$ cat src/design/u8e_pkg.sv
// Shared types and constants for the UTF-32 to UTF-8 encoder.
// No dependencies; imported by every module of the block.
`default_nettype none

package u8e_pkg;

  localparam int unsigned MAX_ITEMS_DEFAULT = 65536;

  localparam int unsigned SIZE_W  = 19;
  localparam int unsigned INDEX_W = 17;

  // configuration register indexes
  localparam logic [1:0] CFG_OUT_CAPACITY    = 2'd0;
  localparam logic [1:0] CFG_COUNT_WHEN_FULL = 2'd1;
  localparam logic [1:0] CFG_ZERO_TERMINATED = 2'd2;
  localparam logic [1:0] CFG_SWAP_BYTES      = 2'd3;

  typedef enum logic [1:0] {
    K_DATA    = 2'd0,
    K_DONE    = 2'd1,
    K_SMALL   = 2'd2,
    K_INVALID = 2'd3
  } kind_t;

  typedef enum logic [2:0] {
    PH_WRITING  = 3'b001,
    PH_COUNTING = 3'b010,
    PH_FINISHED = 3'b100
  } phase_t;

  typedef struct packed {
    phase_t              phase;
    logic [SIZE_W-1:0]   bytes_written;
    logic [INDEX_W-1:0]  item_index;
    logic [SIZE_W-1:0]   required_total;
    logic [INDEX_W-1:0]  resume_index;
  } enc_state_t;

  // results one item causes: up to four data bytes, then an optional status
  typedef struct packed {
    logic [2:0]          n_data;
    logic [3:0][7:0]     bytes;
    logic                trailer;
    kind_t               tkind;
    logic [SIZE_W-1:0]   tsize;
    logic [INDEX_W-1:0]  tpos;
  } res_plan_t;

endpackage

`default_nettype wire

$ cat src/design/u8e_plan.sv
// Per-item decision logic: validity, UTF-8 bytes, capacity check, next state.
// Depends on u8e_pkg.
`default_nettype none

module u8e_plan import u8e_pkg::*; #(
  parameter int unsigned MAX_ITEMS = MAX_ITEMS_DEFAULT
) (
  input  logic [31:0]        cp,
  input  logic               term,
  input  logic [SIZE_W-1:0]  out_capacity,
  input  logic               count_when_full,
  input  enc_state_t         st,
  output enc_state_t         st_next,
  output res_plan_t          plan
);

  localparam longint SizeBound  = longint'(MAX_ITEMS) * 64'd4;
  localparam longint IndexBound = longint'(MAX_ITEMS);
  localparam logic [SIZE_W:0]  SIZE_CAP  =
    (SIZE_W+1)'((SizeBound < 64'h7FFFF) ? SizeBound : 64'h7FFFF);
  localparam logic [INDEX_W:0] INDEX_CAP =
    (INDEX_W+1)'((IndexBound < 64'h1FFFF) ? IndexBound : 64'h1FFFF);

  function automatic logic [SIZE_W-1:0] sat_size(input logic [SIZE_W:0] v);
    return (v < SIZE_CAP) ? v[SIZE_W-1:0] : SIZE_CAP[SIZE_W-1:0];
  endfunction

  logic               invalid;
  logic [2:0]         len;
  logic [SIZE_W:0]    bw_sum;
  logic [SIZE_W:0]    bw_sum1;
  logic [SIZE_W:0]    cnt_sum;
  logic [INDEX_W:0]   idx_inc;
  logic [INDEX_W-1:0] idx_sat;
  logic               fits;
  logic [3:0][7:0]    enc;

  assign invalid = (cp > 32'h0010_FFFF) || ((cp >= 32'h0000_D800) && (cp <= 32'h0000_DFFF));

  always_comb begin
    if (cp < 32'h80) begin
      len = 3'd1;
    end else if (cp < 32'h800) begin
      len = 3'd2;
    end else if (cp <= 32'hFFFF) begin
      len = 3'd3;
    end else begin
      len = 3'd4;
    end
  end

  always_comb begin
    enc = '0;
    unique case (len)
      3'd1: begin
        enc[0] = cp[7:0];
      end
      3'd2: begin
        enc[0] = {3'b110, cp[10:6]};
        enc[1] = {2'b10, cp[5:0]};
      end
      3'd3: begin
        enc[0] = {4'b1110, cp[15:12]};
        enc[1] = {2'b10, cp[11:6]};
        enc[2] = {2'b10, cp[5:0]};
      end
      default: begin
        enc[0] = {5'b11110, cp[20:18]};
        enc[1] = {2'b10, cp[17:12]};
        enc[2] = {2'b10, cp[11:6]};
        enc[3] = {2'b10, cp[5:0]};
      end
    endcase
  end

  assign bw_sum  = {1'b0, st.bytes_written} + (SIZE_W+1)'(len);
  assign bw_sum1 = {1'b0, st.bytes_written} + (SIZE_W+1)'(len) + (SIZE_W+1)'(1);
  assign cnt_sum = {1'b0, st.required_total} + (SIZE_W+1)'(len);
  assign idx_inc = {1'b0, st.item_index} + (INDEX_W+1)'(1);
  assign idx_sat = (idx_inc < INDEX_CAP) ? idx_inc[INDEX_W-1:0] : INDEX_CAP[INDEX_W-1:0];
  assign fits    = (bw_sum <= {1'b0, out_capacity});

  always_comb begin
    st_next      = st;
    plan         = '0;
    plan.tkind   = K_DATA;
    plan.bytes   = enc;
    unique case (st.phase) inside
      PH_WRITING, PH_COUNTING: begin
        if (invalid) begin
          plan.trailer  = 1'b1;
          plan.tkind    = K_INVALID;
          plan.tpos     = st.item_index;
          st_next.phase = PH_FINISHED;
        end else if (st.phase == PH_COUNTING) begin
          st_next.required_total = sat_size(cnt_sum);
          st_next.item_index     = idx_sat;
          if (term) begin
            plan.trailer  = 1'b1;
            plan.tkind    = K_SMALL;
            plan.tsize    = sat_size(cnt_sum);
            plan.tpos     = st.resume_index;
            st_next.phase = PH_FINISHED;
          end
        end else if (!fits) begin
          if (!count_when_full && (out_capacity != '0)) begin
            plan.trailer  = 1'b1;
            plan.tkind    = K_SMALL;
            plan.tsize    = sat_size(bw_sum);
            plan.tpos     = st.item_index;
            st_next.phase = PH_FINISHED;
          end else begin
            st_next.required_total = sat_size(bw_sum);
            st_next.resume_index   = st.item_index;
            st_next.item_index     = idx_sat;
            st_next.phase          = PH_COUNTING;
            if (term) begin
              plan.trailer  = 1'b1;
              plan.tkind    = K_SMALL;
              plan.tsize    = sat_size(bw_sum);
              plan.tpos     = st.item_index;
              st_next.phase = PH_FINISHED;
            end
          end
        end else begin
          plan.n_data           = len;
          st_next.bytes_written = bw_sum[SIZE_W-1:0];
          st_next.item_index    = idx_sat;
          if (term) begin
            plan.trailer  = 1'b1;
            plan.tkind    = K_DONE;
            plan.tsize    = sat_size(bw_sum);
            plan.tpos     = idx_sat;
            st_next.phase = PH_FINISHED;
          end else if (bw_sum[SIZE_W-1:0] == out_capacity) begin
            if (!count_when_full) begin
              plan.trailer  = 1'b1;
              plan.tkind    = K_SMALL;
              plan.tsize    = sat_size(bw_sum1);
              plan.tpos     = idx_sat;
              st_next.phase = PH_FINISHED;
            end else begin
              st_next.required_total = sat_size(bw_sum);
              st_next.resume_index   = idx_sat;
              st_next.phase          = PH_COUNTING;
            end
          end
        end
      end
      default: begin
        // finished: item is dropped, no results
      end
    endcase
  end

endmodule

`default_nettype wire

$ cat src/design/u8e_emit.sv
// Result serializer: holds one item's results and hands them out one a cycle while out_stall is low.
// Depends on u8e_pkg.
`default_nettype none

module u8e_emit import u8e_pkg::*; (
  input  logic               clk,
  input  logic               rst,
  input  logic               load,
  input  res_plan_t          plan_in,
  output logic               ready,
  output logic               out_valid,
  input  logic               out_stall,
  output kind_t              res_kind,
  output logic [7:0]         res_byte,
  output logic [SIZE_W-1:0]  res_size,
  output logic [INDEX_W-1:0] res_pos,
  output logic               res_last
);

  logic       busy;
  res_plan_t  plan;
  logic [2:0] sel;
  logic       is_data;

  assign is_data  = (sel < plan.n_data);
  assign res_last = is_data ? ((3'(sel + 3'd1) == plan.n_data) && !plan.trailer) : 1'b1;
  assign res_kind = is_data ? K_DATA : plan.tkind;
  assign res_byte = is_data ? plan.bytes[sel[1:0]] : 8'd0;
  assign res_size = is_data ? '0 : plan.tsize;
  assign res_pos  = is_data ? '0 : plan.tpos;

  assign out_valid = busy;
  assign ready     = !busy || (!out_stall && res_last);

  always_ff @(posedge clk) begin
    if (rst) begin
      busy <= 1'b0;
      sel  <= '0;
    end else if (load) begin
      busy <= 1'b1;
      sel  <= '0;
    end else if (busy && !out_stall) begin
      if (res_last) begin
        busy <= 1'b0;
      end else begin
        sel <= 3'(sel + 3'd1);
      end
    end
  end

  always_ff @(posedge clk) begin
    if (load) begin
      plan <= plan_in;
    end
  end

endmodule

`default_nettype wire

$ cat src/design/utf32_to_utf8_encoder.sv
// Top level of the UTF-32 to UTF-8 encoder: config registers, input stage,
// encoder state. Depends on u8e_pkg, u8e_plan and u8e_emit.
`default_nettype none

// Converts a string of UTF-32 code points, one per input transaction, into
// UTF-8 bytes, one per output transaction, followed by a status transaction
// (done, output too small, or invalid code point) when the string ends. A
// string ends at a zero code point or at an item flagged final_item, per
// zero_terminated; the word may be byte-swapped first (swap_bytes). Output
// bytes count against out_capacity; when a code point does not fit, the block
// either stops with the size it needed or, with count_when_full (or a zero
// capacity), keeps counting and reports the total size the string needs.
// After a status result, further items are taken and dropped until reset.
// Timing: an input transaction lands in an input register, is decided there
// and moves into the result serializer, so the input side takes one item a
// cycle while the serializer has room. The single-byte output port sets the
// sustained rate: an item holds the serializer until all of its results (up
// to 4 data bytes, plus one for a status) have gone out, one per output
// transaction. Items that cause no result (counting past capacity, or after
// the end) flow at one per cycle. Program the configuration registers only
// while the block is idle.
module utf32_to_utf8_encoder import u8e_pkg::*; #(
  parameter int unsigned MAX_ITEMS = MAX_ITEMS_DEFAULT
) (
  input  logic               clk,
  input  logic               rst,
  // configuration write port
  input  logic               cfg_write,
  input  logic [1:0]         cfg_index,
  input  logic [SIZE_W-1:0]  cfg_data,
  // input channel
  input  logic               in_valid,
  output logic               in_stall,
  input  logic [31:0]        code_point,
  input  logic               final_item,
  // output channel
  output logic               out_valid,
  input  logic               out_stall,
  output logic [1:0]         kind,
  output logic [7:0]         byte_value,
  output logic [SIZE_W-1:0]  size_value,
  output logic [INDEX_W-1:0] position,
  output logic               run_end
);

  localparam longint IndexBound = longint'(MAX_ITEMS);
  localparam logic [INDEX_W:0] INDEX_CAP =
    (INDEX_W+1)'((IndexBound < 64'h1FFFF) ? IndexBound : 64'h1FFFF);

  // configuration registers
  logic [SIZE_W-1:0] out_capacity;
  logic              count_when_full;
  logic              zero_terminated;
  logic              swap_bytes;

  // input register
  logic        s1_valid;
  logic [31:0] s1_cp;
  logic        s1_term;

  enc_state_t st;
  enc_state_t st_next;
  res_plan_t  plan;

  logic        in_take;
  logic        s1_go;
  logic        s1_done;
  logic        plan_empty;
  logic        emit_ready;
  logic [31:0] cp_in;
  kind_t       res_kind;

  always_ff @(posedge clk) begin
    if (rst) begin
      out_capacity    <= '0;
      count_when_full <= 1'b0;
      zero_terminated <= 1'b1;
      swap_bytes      <= 1'b0;
    end else if (cfg_write) begin
      unique case (cfg_index)
        CFG_OUT_CAPACITY:    out_capacity    <= cfg_data;
        CFG_COUNT_WHEN_FULL: count_when_full <= cfg_data[0];
        CFG_ZERO_TERMINATED: zero_terminated <= cfg_data[0];
        CFG_SWAP_BYTES:      swap_bytes      <= cfg_data[0];
        default: ;
      endcase
    end
  end

  // Swap and resolve the terminator at capture; the user must keep both settings
  // static while a string is in flight, the block itself does not enforce it.
  assign cp_in = swap_bytes ? {code_point[7:0], code_point[15:8],
                               code_point[23:16], code_point[31:24]}
                            : code_point;

  // An item with no results never waits for the serializer.
  assign plan_empty = (plan.n_data == 3'd0) && !plan.trailer;
  assign s1_go      = plan_empty || emit_ready;
  assign s1_done    = s1_valid && s1_go;
  assign in_stall   = s1_valid && !s1_go;
  assign in_take    = in_valid && !in_stall;

  always_ff @(posedge clk) begin
    if (rst) begin
      s1_valid <= 1'b0;
    end else if (in_take) begin
      s1_valid <= 1'b1;
    end else if (s1_go) begin
      s1_valid <= 1'b0;
    end
  end

  always_ff @(posedge clk) begin
    if (in_take) begin
      s1_cp   <= cp_in;
      s1_term <= zero_terminated ? (cp_in == 32'd0) : final_item;
    end
  end

  // Advance the encoder state as the item leaves the input register; its
  // results are queued in order, so the state may run ahead of the output.
  always_ff @(posedge clk) begin
    if (rst) begin
      st.phase          <= PH_WRITING;
      st.bytes_written  <= '0;
      st.item_index     <= '0;
      st.required_total <= '0;
      st.resume_index   <= '0;
    end else if (s1_done) begin
      st <= st_next;
    end
  end

  u8e_plan #(
    .MAX_ITEMS(MAX_ITEMS)
  ) u_plan (
    .cp              (s1_cp),
    .term            (s1_term),
    .out_capacity    (out_capacity),
    .count_when_full (count_when_full),
    .st              (st),
    .st_next         (st_next),
    .plan            (plan)
  );

  u8e_emit u_emit (
    .clk       (clk),
    .rst       (rst),
    .load      (s1_valid && !plan_empty && emit_ready),
    .plan_in   (plan),
    .ready     (emit_ready),
    .out_valid (out_valid),
    .out_stall (out_stall),
    .res_kind  (res_kind),
    .res_byte  (byte_value),
    .res_size  (size_value),
    .res_pos   (position),
    .res_last  (run_end)
  );

  assign kind = res_kind;

  // A status result always closes its item's run.
  a_status_ends_run: assert property (@(posedge clk) disable iff (rst)
    out_valid && (res_kind != K_DATA) |-> run_end)
    else $error("status result without run_end");

  // A status result is only queued together with the move to finished.
  a_status_means_finished: assert property (@(posedge clk) disable iff (rst)
    out_valid && (res_kind != K_DATA) |-> (st.phase == PH_FINISHED))
    else $error("status result while string still open");

  // The item counter never passes its saturation bound.
  a_index_bound: assert property (@(posedge clk) disable iff (rst)
    ({1'b0, st.item_index} <= INDEX_CAP))
    else $error("item index beyond bound");

endmodule

`default_nettype wire
$ cat config.mk
export PLATFORM = sky130hd
export DESIGN_NAME = utf32_to_utf8_encoder
export DESIGN_NICKNAME = d
export VERILOG_FILES = /design/src/design/u8e_pkg.sv /design/src/design/u8e_plan.sv /design/src/design/u8e_emit.sv /design/src/design/utf32_to_utf8_encoder.sv
export SDC_FILE = /design/constraint.sdc
export NUM_CORES = 1
export LEC_CHECK = 0
export BUFFER_PORTS_ARGS = -buffer_cell sky130_fd_sc_hd__buf_4
export CAP_MARGIN = 20
export CORE_AREA = 8 8 130 222
export DETAILED_ROUTE_END_ITERATION = 7
export DIE_AREA = 0 0 138 230
export PLACE_DENSITY = 0.74
export RECOVER_POWER = 25
export SYNTH_ARGS = -nofsm -noshare
export SYNTH_HDL_FRONTEND = slang
export SYNTH_SLANG_ARGS = --single-unit
$ cat constraint.sdc
create_clock -name clk -period 26.6 [get_ports clk]
set_clock_uncertainty 0.05 [all_clocks]
set_input_delay 5.32 -clock clk [delete_from_list [all_inputs] [get_ports clk]]
set_output_delay 5.32 -clock clk [all_outputs]
set_load 0.02 [all_outputs]
# After elaboration in Yosys (flattened, before gate mapping)
# Cells that the tools add are included.
# totals
regBits,209
latchBits,0
ramBits,0
rom_bits,0
input_bits,59
output_inout_bits,49
word_cells,167
n_memories,0
# classes
n_addsub,5
n_mul,0
n_div,0
order_cmp,13
eq_ne,20
n_shift,0
n_mux,56
bitwise_logic,4
n_reduce_logical,45
# op_table
operator,count
39-bit 2-to-1 mux,9
36-bit 2-to-1 mux,4
53-bit 2-to-1 mux,2
19-bit 2-to-1 mux,5
"32-bit by 16-bit less-or-equal comparator with 1-bit output, second input constant",2
"20-bit by 19-bit less-than comparator with 1-bit output, second input constant",3
17-bit 2-to-1 mux,3
3-bit 2-to-1 mux,17
8-bit one-hot mux with 3 select lines,2
19-bit by 3-bit adder with 20-bit output,2
"32-bit by 16-bit greater-or-equal comparator with 1-bit output, second input constant",1
"32-bit by 21-bit greater-than comparator with 1-bit output, second input constant",1
32-bit zero test,1
"32-bit by 12-bit less-than comparator with 1-bit output, second input constant",1
"32-bit by 8-bit less-than comparator with 1-bit output, second input constant",1
32-bit 2-to-1 mux,1
8-bit 2-to-1 mux,3
"20-bit by 1-bit adder with 20-bit output, second input constant",1
20-bit by 19-bit less-or-equal comparator with 1-bit output,1
19-bit equality test,1
19-bit nonzero test,1
"17-bit by 1-bit adder with 18-bit output, second input constant",1
"18-bit by 17-bit less-than comparator with 1-bit output, second input constant",1
8-bit binary-select mux with 2-bit select,1
31 further kinds,78

# Logic depth before layout (Yosys ltp)
# Gate-level depths: netlist of run 1.
# depth
word_depth,23
mapped_depth,26
depth_no_buf,22

# Hierarchy
# From an unflattened synthesis of run 1, not the netlist that was laid out.
# hier_totals
cells_unflattened,1652
area_unflattened_um2,13651.8
# by_module_without_submodules
mod,instances,cells_each,area_per_inst_um2,seq_area_each_um2
u8e_plan,1,957,5630.4,0.0
utf32_to_utf8_encoder,1,523,4971.0,2952.8
u8e_emit,1,172,3050.4,2302.2

# Least setup slack after synthesis of run 1
# Ideal clock, no wire load.
# synth_path
path_kind,in2out
from,input out_stall
to,output in_stall
arrival_ps,5852
setup_slack_ps,15378
path_stages,2
n_path_buf,0
cell_sequence,o21ai_0 -> nor2_1
# synth_between
elab_chain_cells,6
# synth_lines
element,line,text
start: declaration,utf32_to_utf8_encoder.sv:38,"input logic out_stall,"
1-bit zero test,u8e_emit.sv:33,assign ready = !busy || (!out_stall && res_last);
1-bit logical AND,u8e_emit.sv:33,
1-bit logical OR,u8e_emit.sv:33,
1-bit logical OR,utf32_to_utf8_encoder.sv:98,assign s1_go = plan_empty || emit_ready;
1-bit zero test,utf32_to_utf8_encoder.sv:100,assign in_stall = s1_valid && !s1_go;
1-bit logical AND,utf32_to_utf8_encoder.sv:100,
end: declaration,utf32_to_utf8_encoder.sv:33,"output logic in_stall,"
# Every way passes these cells.

# Worst setup path in the final report of run 1
# layout_path
from,register s1_cp[19]
to,output in_stall
# layout_between
elab_chain_cells,17
elab_cells_between_ends,30
# layout_lines
element,line,text
start: declaration,utf32_to_utf8_encoder.sv:58,logic [31:0] s1_cp;
start signal: assignment,utf32_to_utf8_encoder.sv:115,s1_cp <= cp_in;
32-bit by 16-bit less-or-equal comparator with 1-bit output,u8e_plan.sv:45,end else if (cp <= 32'hFFFF) begin
3-bit 2-to-1 mux,u8e_plan.sv:45,
3-bit 2-to-1 mux,u8e_plan.sv:43,end else if (cp < 32'h800) begin
3-bit 2-to-1 mux (*),u8e_plan.sv:41,if (cp < 32'h80) begin
19-bit by 3-bit adder with 20-bit output (*),u8e_plan.sv:76,"assign bw_sum = {1'b0, st.bytes_written} + (SIZE_W+1)'(len);"
via u_plan.bw_sum[14],u8e_plan.sv:30,logic [SIZE_W:0] bw_sum;
"parallel branches: the longest is 8 deep, another holds 20-bit by 19-bit less-or-equal comparator with 1-bit output",--,
1-bit logical AND (*),utf32_to_utf8_encoder.sv:97,assign plan_empty = (plan.n_data == 3'd0) && !plan.trailer;
1-bit logical OR (*),utf32_to_utf8_encoder.sv:98,
1-bit zero test (*),utf32_to_utf8_encoder.sv:100,
1-bit logical AND (*),utf32_to_utf8_encoder.sv:100,
# Mark *: on every way through the listed nets, which the timed path passes.

==> impl_metrics.tcl, run 1 <==
set metrics [dict create \
    dpl_worst_slack_ps 13810 \
    setup.worst_path.start "s1_cp[19]$_DFFE_PP_" \
    synth_top_family_by_area "simple AND/OR/NAND/NOR gates" \
    starting_drt_drc_count 711 \
    met2_length_um 21000 \
    pin_count_of_the_biggest_net_entering_global_routing 72 \
    yosysMostFrequentCell "sky130_fd_sc_hd__nand2_1" \
    hold_buffers_post_cts 0 \
    dr.pass1.iters 5 \
    boundaryPins 108 \
    port_buffers 107 \
    timing.critical_path.from_type "flop" \
    final-instance-count-excl-fill 1812 \
    drcViolationCount 0 \
    area_enclosed_by_the_die_boundary_mm2 0.0317 \
    dr_wl_met3_um 1630 \
    number_of_warnings_issued_by_yosys 0 \
    finalWorstPathRequiredPeriod_ps 14980 \
    hp-start "out_capacity[17]$_SDFFE_PP0P_" \
    synthFlopType "sky130_fd_sc_hd__edfxtp_1" \
    critical-path-slowest-cell "sky130_fd_sc_hd__clkbuf_1" \
    crit_buf_inv 6 \
    root_buffer_cell "sky130_fd_sc_hd__clkbuf_16" \
    timing.final.max_slew_violations 20 \
    clk-insertion-delay-late_ps 540 \
    tritoncts "done" \
    setup_ws_ps 11620 \
    die-height_um 230 \
    cts.htree.levels 1 \
    worst-slew-pin-transition_ps 1740 \
    synth_top_cells_by_count "sky130_fd_sc_hd__nand2_1, sky130_fd_sc_hd__nor2_1, sky130_fd_sc_hd__edfxtp_1" \
    grt_first_pass_wirelength_um 61200 \
    max_cap_viol_count 1 \
    route.detailed.wl_per_inst_um 21.6 \
    fin_crit_sh_pct 56.3 \
    syn2layout_area_growth_pct 14.6 \
    postRouteAntennaNets 0 \
    setup_repair_after_global_routing_missed_its_margin "no" \
    gr-total-overflow 0 \
    post_synth_simple_gate_area_pct 24.3 \
    clock_buffer_count_from_cts 22 \
    fmax_mhz 66.7 \
    place.detailed.instances 1770 \
    design.core.area_mm2 0.0258 \
    cp_data_arrival_time_ps 9610 \
    timing.critical_path.slowest_cell_delay_ps 940 \
    std_cell_rows 78 \
    clock-sinks 206 \
    r2r-end "u_emit.plan[35]$_SDFFCE_PP0P_" \
    mapped_cells 1413 \
    worstRegToRegCells 25 \
    ir_worst_vdd_mv 0.0479 \
    post-synth-top-area-cell "sky130_fd_sc_hd__edfxtp_1" \
    yosys.cell_types.count 82 \
    asyncSetResetFlopFracSynth_pct 0 \
    synthXorXnorAreaFrac_pct 4.22 \
    final_layout_size_suffix_gt1_share_pct 14.1 \
    die_w_um 138 \
    synth-compound-area-share_pct 15.3 \
    number_of_enable_type_register_cells_in_the_synthesized_netlist 104 \
    ys_ff_latch 206 \
    maxSlewHeadroom_pct -16.3 \
    slack_of_the_worst_reg_to_reg_path_ps 16480 \
    outcome "complete, but fails checks" \
    min_delay_worst_endpoint "out_capacity[17]$_SDFFE_PP0P_" \
    post-synth-top-area-fraction_pct 24.7 \
    crit-reg2reg-launch "s1_cp[19]$_DFFE_PP_" \
    final.setup.tns_ps 0 \
    path_clk_slew_ps 60 \
    final_hold_viol_count 0 \
    design_power_total_uw 775 \
    top_layer_used "met4" \
    start_util_pct 49.0 \
    wl_um 39100 \
    placedInstanceArea_mm2 0.0137 \
    powerDensity_mw_per_mm2 53.6 \
    detail_route.wirelength.met1_um 13500 \
    detailed_place_hpwl_um 28900 \
    antennaDiodeCount 0 \
    hold_depth 2 \
    post-route-cell-area_mm2 0.0145 \
    layout.nets 1568 \
    post_cts.repair.setup_buffers 0 \
    ys_seq_area_share_pct 40.9 \
    grt.total_usage_pct 23.9 \
    syn-cell-area_mm2 0.0126 \
    vias 11100 \
    min_path_type "reg -> reg" \
    cts_resized 0 \
    critPathRequiredTime_ps 21230 \
    vias_per_cell 6.13 \
    failed_checks "max-capacitance violations, max-slew violations" \
    gp_routability_congestion 0.990 \
    top_area_cells_in_the_synthesized_netlist "sky130_fd_sc_hd__edfxtp_1, sky130_fd_sc_hd__dfxtp_1, sky130_fd_sc_hd__nand2_1, sky130_fd_sc_hd__a21oi_1, sky130_fd_sc_hd__nor2_1" \
    worstPathMaxFanout 21 \
    cp_endpoint_kind "output port" \
    grt_antenna_before_repair 0 \
    synthMuxAreaShare_pct 7.54 \
    grt_pass1_vias 11300 \
    ctsLongestPathBuffers 3 \
    yosys.area_share.adder_pct 3.39 \
    report.final.setup_viol 0 \
    syn_avg_cell_area_um2 8.93 \
    synth_fp_nets 1505 \
    static-leakage-power_uw 0.00533 \
    critical_setup_path_kind "reg -> out" \
    crit_family "simple AND/OR/NAND/NOR gates" \
]
[kinds of logic after synthesis]
logic type      after synthesis
compound gates              301
xor+xnor                     57
fa+ha+maj                    33
buf+inv                     140
flops                       206
mux                          82
simple gates                594
[sequential cells by signal (all words and copies together) (netlist names)]
signal            cells
out_capacity         19
s1_valid              1
u_emit.out_valid      1
u_emit.sel            3
count_when_full       1
s1_cp                32
st                   75
zero_terminated       1
u_emit.plan          71
s1_term               1
swap_bytes            1
[cells in the final DEF, fill, tap and decap left out, types with 8 or more instances in the layout]
master / instances
sky130_fd_sc_hd__inv_1: 44
sky130_fd_sc_hd__nor4_1: 24
sky130_fd_sc_hd__nor3_1: 29
sky130_fd_sc_hd__and2_1: 50
sky130_fd_sc_hd__a21oi_1: 100
sky130_fd_sc_hd__o21a_1: 8
sky130_fd_sc_hd__o21ai_0: 56
sky130_fd_sc_hd__and4_1: 8
sky130_fd_sc_hd__a311oi_1: 12
sky130_fd_sc_hd__a22o_1: 13
sky130_fd_sc_hd__nor2b_1: 16
sky130_fd_sc_hd__mux2_1: 31
sky130_fd_sc_hd__or2_2: 8
sky130_fd_sc_hd__clkbuf_16: 23
sky130_fd_sc_hd__xor2_1: 22
sky130_fd_sc_hd__or4_1: 8
sky130_fd_sc_hd__a31oi_1: 25
sky130_fd_sc_hd__and3_1: 24
sky130_fd_sc_hd__nand3_1: 71
sky130_fd_sc_hd__nor2_1: 110
sky130_fd_sc_hd__nand4_1: 18
sky130_fd_sc_hd__o22ai_1: 8
sky130_fd_sc_hd__xnor2_1: 33
sky130_fd_sc_hd__or3_1: 22
sky130_fd_sc_hd__nand2_1: 150
sky130_fd_sc_hd__mux2i_1: 41
sky130_fd_sc_hd__dfxtp_1: 102
sky130_fd_sc_hd__buf_4: 126
sky130_fd_sc_hd__o211ai_1: 8
sky130_fd_sc_hd__edfxtp_1: 104
sky130_fd_sc_hd__ha_1: 31
sky130_fd_sc_hd__nand2b_1: 17
sky130_fd_sc_hd__a21o_1: 10
[per-stage QoR]
step           hold slack (ps)  utilization, %
2_1_floorplan              386               -
5_1_grt                    452            56.1
3_5_place_dp               398            53.0
4_1_cts                    407            56.2
6_report                   406            56.1
3_3_place_gp               397            53.0
[worst min-delay path, delay by kind of cell (launching register included)]
kind / cells / cell delay, ps
simple gates: 1 / 50
flops: 1 / 310
compound gates: 1 / 50
[power breakdown]
group	internal, uW	switching [uW]
combinational	28.3	52.6
clock	210	132
sequential	345	5.66
total	584	191
[cell type report]
cell class,count,area [um^2]
fill,2325,11300
multi-input combinational,1067,6930
sequential,206,5160
timing repair buffer,134,991
clock buffer,26,597
tap,320,400
clock inverter,14,214
inverter,45,169
[metal layers]
metal  vias to the layer above  GRT usage, %
li1                       5287             -
met1                      5306          22.6
met2                       379          45.3
met3                       139          3.49
met4                         0          18.4
met5                         -             0
[worst max-delay path by stage]
| stage | to | depth (start not counted) |
|---|---|---|
| final | in_stall | 25 |
| after detailed placement | in_stall | 25 |
| after CTS | in_stall | 25 |
| after floorplan | in_stall | 2 |
| after global placement | in_stall | 25 |
| after global routing | in_stall | 25 |
No activity file was read; power rests on OpenSTA's default activity.
==> run 2: changes to the inputs <==
- clock period: 26.6 -> 15.4 ns (I/O delays scaled with it)
==> run 2 against run 1 <==
Sequential cell count did not move. Largest cell class unchanged. Global-route usage decreased by 0.22 points. Via count up 0.40%. Clock power up 52%. Die area did not move. Final area shrank 0.94%. The run still ends with max-capacitance violations, max-slew violations left. Routed wire length is 0.61% lower. Highest routed layer unchanged.
==> impl_metrics.tcl, run 2 (synthesis results as in run 1) <==
set metrics [dict create \
    utilization_pct 55.6 \
    dr.pass1.iters 5 \
    port_buffers 107 \
    vias_per_cell 6.17 \
    starting_drt_drc_count 769 \
    postRouteAntennaNets 0 \
    internal_power_uw 942 \
    clock_power_share_pct 41.1 \
    largest_register "st" \
    cts.htree.levels 1 \
    fmax_mhz 85.5 \
    grt.total_usage_pct 23.7 \
    largestRegisters "st (75), u_emit.plan (71), s1_cp (32)" \
    grt_first_pass_wirelength_um 60400 \
    timing.final.max_slew_violations 67 \
    crit-reg2reg-launch "s1_cp[19]$_DFFE_PP_" \
    drcViolationCount 0 \
    gr-total-overflow 0 \
    hold_buffers_post_cts 0 \
    final_hold_viol_count 0 \
    grt_pass1_vias 11000 \
    most_used_cells_in_the_layout_excluding_fill_and_tap_cells "sky130_fd_sc_hd__nand2_1, sky130_fd_sc_hd__buf_4, sky130_fd_sc_hd__nor2_1, sky130_fd_sc_hd__edfxtp_1, sky130_fd_sc_hd__dfxtp_1" \
    fill_cells 2382 \
    area_enclosed_by_the_die_boundary_mm2 0.0317 \
    worstPathMaxFanout 21 \
    hp-start "out_capacity[17]$_SDFFE_PP0P_" \
    comb_power_share_pct 11.1 \
    post-route-cell-area_mm2 0.0143 \
    ir_worst_vdd_mv 0.0771 \
    cp_endpoint_kind "output port" \
    root_buffer_cell "sky130_fd_sc_hd__clkbuf_16" \
    largest_reg_flops 75 \
    start_util_pct 49.0 \
    pwr-share-seq_pct 47.8 \
    wl_um 38900 \
    final.setup.tns_ps 0 \
    critPathRequiredTime_ps 12270 \
    static-leakage-power_uw 0.00526 \
    timing.critical_path.from_type "flop" \
    syn2layout_area_growth_pct 13.5 \
    finalWorstPathRequiredPeriod_ps 11690 \
    clock-sinks 206 \
    post_cts.repair.setup_buffers 0 \
    path_clk_slew_ps 70 \
    report.final.setup_viol 0 \
    ctsLongestPathBuffers 3 \
    critical_setup_path_kind "reg -> out" \
    power.switching_fraction_pct 25.7 \
    vias 11200 \
    design.core.area_mm2 0.0258 \
    std_cell_rows 78 \
    tritoncts "done" \
    die_w_um 138 \
    clock_buffer_count_from_cts 21 \
    pin_count_of_the_biggest_net_entering_global_routing 72 \
    gp_routability_congestion 0.988 \
    grt_antenna_before_repair 0 \
    die-height_um 230 \
    layout.nets 1565 \
    route.detailed.wl_per_inst_um 21.5 \
    total_switching_power_uw 325 \
    cp_data_arrival_time_ps 8560 \
    min_path_type "reg -> reg" \
    boundaryPins 108 \
    final-instance-count-excl-fill 1808 \
    maxSlewHeadroom_pct -60.9 \
    worst-slew-pin-transition_ps 2410 \
    placedInstanceArea_mm2 0.0137 \
    setup.worst_path.start "s1_cp[19]$_DFFE_PP_" \
    max_cap_viol_count 2 \
    final_common_cell "sky130_fd_sc_hd__nand2_1" \
    setup_repair_after_global_routing_missed_its_margin "no" \
    fin_crit_sh_pct 75.9 \
    cts_resized 0 \
    final_layout_size_suffix_gt1_share_pct 13.7 \
    outcome "complete, but fails checks" \
    detailed_place_hpwl_um 28700 \
    powerDensity_mw_per_mm2 88.5 \
    place.detailed.instances 1769 \
    failed_checks "max-capacitance violations, max-slew violations" \
    clk-insertion-delay-late_ps 530 \
    antennaDiodeCount 0 \
]
run 2: final timing paths:
path	endpoint	slack, ps	cells after the start
worst max-delay path	in_stall	3710	25
worst min-delay path	out_capacity[17]$_SDFFE_PP0P_	410	2
worst max register to register	u_emit.plan[9]$_SDFFCE_PN0P_	6320	25
worst min register to register	out_capacity[17]$_SDFFE_PP0P_	410	2
run 2: power groups by stage:
stage	sequential, uW	clock (uW)	combinational (uW)
after floorplan	615	0	83.9
final	606	521	140
after global routing	608	548	149
after CTS	606	528	140
after global placement	617	0	138
after detailed placement	618	0	139
run 2: through the flow:
| step | worst slack [ps] | hold slack (ps) | power [uW] |
|---|---|---|---|
| 3_3_place_gp | 5140 | 398 | 755 |
| 5_1_grt | 3010 | 439 | 1300 |
| 4_1_cts | 4350 | 411 | 1270 |
| 2_1_floorplan | 6510 | 386 | 699 |
| 6_report | 3710 | 413 | 1270 |
| 3_5_place_dp | 4920 | 401 | 757 |
run 2: layout make-up:
cell class	instances	area (um^2)	area share, %
Tap cell	320	400	2.80
Clock inverter	8	81.3	0.568
Inverter	45	169	1.18
Multi-Input combinational cell	1067	6930	48.3
Clock buffer	30	612	4.27
Timing Repair Buffer	132	972	6.79
Sequential cell	206	5160	36.1
run 2: metal layers:
layer	routed length [um]	track usage, %	vias up	share of wire, %
met5	0	0	-	0
met4	2760	17.1	0	7.1
met3	1580	2.97	139	4.1
met2	21100	45.1	384	54
met1	13500	22.9	5361	35
li1	-	-	5271	-
run 2: worst max-delay path, stage by stage (launching register included):
cell                       delay [ps]
sky130_fd_sc_hd__edfxtp_1         390
sky130_fd_sc_hd__or4_1            650
sky130_fd_sc_hd__nor3_1           180
sky130_fd_sc_hd__clkbuf_1         580
sky130_fd_sc_hd__clkinv_1         720
sky130_fd_sc_hd__a21oi_1          450
sky130_fd_sc_hd__ha_1             310
sky130_fd_sc_hd__fa_1             280
sky130_fd_sc_hd__a21oi_1          100
sky130_fd_sc_hd__buf_4            190
sky130_fd_sc_hd__or4_1            700
sky130_fd_sc_hd__nor2_1           190
sky130_fd_sc_hd__xnor2_1          240
sky130_fd_sc_hd__inv_1            120
sky130_fd_sc_hd__ha_1             190
sky130_fd_sc_hd__a21o_1           170
sky130_fd_sc_hd__a221oi_1         330
sky130_fd_sc_hd__nand2_1          130
sky130_fd_sc_hd__nor4b_1          680
sky130_fd_sc_hd__o21a_1           220
sky130_fd_sc_hd__buf_4            300
sky130_fd_sc_hd__nand2_1          170
sky130_fd_sc_hd__o21ai_0          180
sky130_fd_sc_hd__nand2_1          240
sky130_fd_sc_hd__nor2_1           140
sky130_fd_sc_hd__buf_4            160
==> run 3: changes to the inputs <==
- PLACE_DENSITY: 0.74 -> 0.76
- clock period: 15.4 -> 9.5 ns (I/O delays scaled with it)
==> run 3 against run 2 <==
The flow still finishes with violations (max-capacitance violations, max-slew violations). Cell count rose by 0.11%. Clock power rose by 68%. Final area rose by 0.97%. Critical endpoint unchanged. Highest routed layer unchanged.
==> impl_metrics.tcl, run 3 (synthesis results as in run 1) <==
set metrics [dict create \
    utilization_pct 56.1 \
    clock-sinks 206 \
    worst-slew-pin-transition_ps 2240 \
    ctsLongestPathBuffers 3 \
    wl_um 38700 \
    crit_buf_inv 6 \
    worstPathMaxFanout 20 \
    fill_cells 2343 \
    critPathRequiredTime_ps 7550 \
    layout.nets 1567 \
    root_buffer_cell "sky130_fd_sc_hd__clkbuf_16" \
    failed_checks "max-capacitance violations, max-slew violations" \
    die-height_um 230 \
    most_used_cells_in_the_layout_excluding_fill_and_tap_cells "sky130_fd_sc_hd__nand2_1, sky130_fd_sc_hd__buf_4, sky130_fd_sc_hd__nor2_1, sky130_fd_sc_hd__edfxtp_1, sky130_fd_sc_hd__dfxtp_1" \
    ir_worst_vdd_mv 0.166 \
    static-leakage-power_uw 0.00532 \
    clk-insertion-delay-late_ps 530 \
    boundaryPins 108 \
    placedInstanceArea_mm2 0.0137 \
    dr.pass1.iters 5 \
    timing.critical_path.from_type "flop" \
    finalWorstPathRequiredPeriod_ps 9100 \
    gr-total-overflow 0 \
    cp_endpoint_kind "output port" \
    starting_drt_drc_count 796 \
    port_buffers 107 \
    grt_pass1_vias 10900 \
    grt.total_usage_pct 23.3 \
    final_hold_viol_count 0 \
    largest_register "st" \
    critical-path-slowest-cell "sky130_fd_sc_hd__or4_1" \
    dpl_worst_slack_ps 709 \
    cts_resized 0 \
    route.detailed.wl_per_inst_um 21.4 \
    std_cell_rows 78 \
    post-route-cell-area_mm2 0.0145 \
    vias_per_cell 6.16 \
    timing.final.max_slew_violations 67 \
    grt_first_pass_wirelength_um 59400 \
    pin_count_of_the_biggest_net_entering_global_routing 69 \
    hold_buffers_post_cts 0 \
    postRouteAntennaNets 0 \
    grt_antenna_before_repair 1 \
    syn2layout_area_growth_pct 14.6 \
    outcome "complete, but fails checks" \
    report.final.setup_viol 0 \
    setup_ws_ps 400 \
    design.core.area_mm2 0.0258 \
    min_path_type "reg -> reg" \
    maxSlewHeadroom_pct -49.2 \
    cp_data_arrival_time_ps 7150 \
    fin_crit_sh_pct 95.8 \
    final_layout_size_suffix_gt1_share_pct 14.3 \
    cts.htree.levels 1 \
    clock_buffer_count_from_cts 21 \
    critical_setup_path_kind "reg -> out" \
    tritoncts "done" \
    path_clk_slew_ps 60 \
    largest_reg_flops 75 \
    setup_repair_after_global_routing_missed_its_margin "no" \
    start_util_pct 49.0 \
    post_cts.repair.setup_buffers 0 \
    timing.critical_path.slowest_cell_delay_ps 690 \
    crit_family "simple AND/OR/NAND/NOR gates" \
    antennaDiodeCount 0 \
    die_w_um 138 \
    max_cap_viol_count 2 \
    powerDensity_mw_per_mm2 144 \
    vias 11200 \
    final_common_cell "sky130_fd_sc_hd__nand2_1" \
    detailed_place_hpwl_um 28900 \
    drcViolationCount 0 \
    final.setup.tns_ps 0 \
    largestRegisters "st (75), u_emit.plan (71), s1_cp (32)" \
    area_enclosed_by_the_die_boundary_mm2 0.0317 \
    fmax_mhz 110 \
    gp_routability_congestion 1.02 \
]
## run 3: cell types whose count changed in the layout (fill, tap and decap cells not counted), sizes merged
cell	before	now
inv	47	45
clkinv	4	8
buf	121	124
bufinv	1	3
clkbuf	41	36
## run 3: worst paths after layout
check | startpoint | depth (start not counted) | slack (ps) | to
worst max-delay path | s1_cp[19]$_DFFE_PP_ | 25 | 400 | in_stall
worst max register to register | s1_cp[19]$_DFFE_PP_ | 24 | 1960 | st[69]$_SDFFE_PP0P_
worst min register to register | out_capacity[17]$_SDFFE_PP0P_ | 2 | 410 | out_capacity[17]$_SDFFE_PP0P_
worst min-delay path | out_capacity[17]$_SDFFE_PP0P_ | 2 | 410 | out_capacity[17]$_SDFFE_PP0P_
## run 3: power breakdown
part	internal [uW]	total (uW)	switching [uW]
logic	83.9	229	145
clock network	519	873	354
registers	966	983	16.2
## run 3: per-stage QoR
| stage | std cells | power, uW | hold slack, ps |
|---|---|---|---|
| floorplan | 1413 | 1130 | 386 |
| global placement | 1768 | 1220 | 396 |
| detailed placement | 1769 | 1220 | 401 |
| CTS | 1807 | 2090 | 410 |
| global route | 1810 | 2150 | 439 |
| finish | 1810 | 2080 | 412 |
## run 3: tightest hold or removal path, stage by stage, from the launching register on
cell                      delay, ps
sky130_fd_sc_hd__dfxtp_1        310
sky130_fd_sc_hd__nand2_1         50
sky130_fd_sc_hd__a21oi_1         50
## run 3: area by class of cell
cell class	instances	area, um^2	share of cell area (%)
Timing Repair Buffer	134	1040	7.16
Inverter	45	169	1.17
Sequential cell	206	5160	35.7
Clock buffer	26	584	4.04
Tap cell	320	400	2.77
Multi-Input combinational cell	1067	6970	48.2
Clock inverter	12	143	0.986
## run 3: metal layers
metal | track usage (%) | vias to the layer above | part of all wire [%] | wire (um)
met5 | 0 | - | 0 | 0
met4 | 17.6 | 0 | 7.4 | 2880
met3 | 3.61 | 137 | 5.1 | 1960
met2 | 43.9 | 451 | 54 | 20700
met1 | 22.0 | 5300 | 34 | 13100
li1 | - | 5270 | - | -
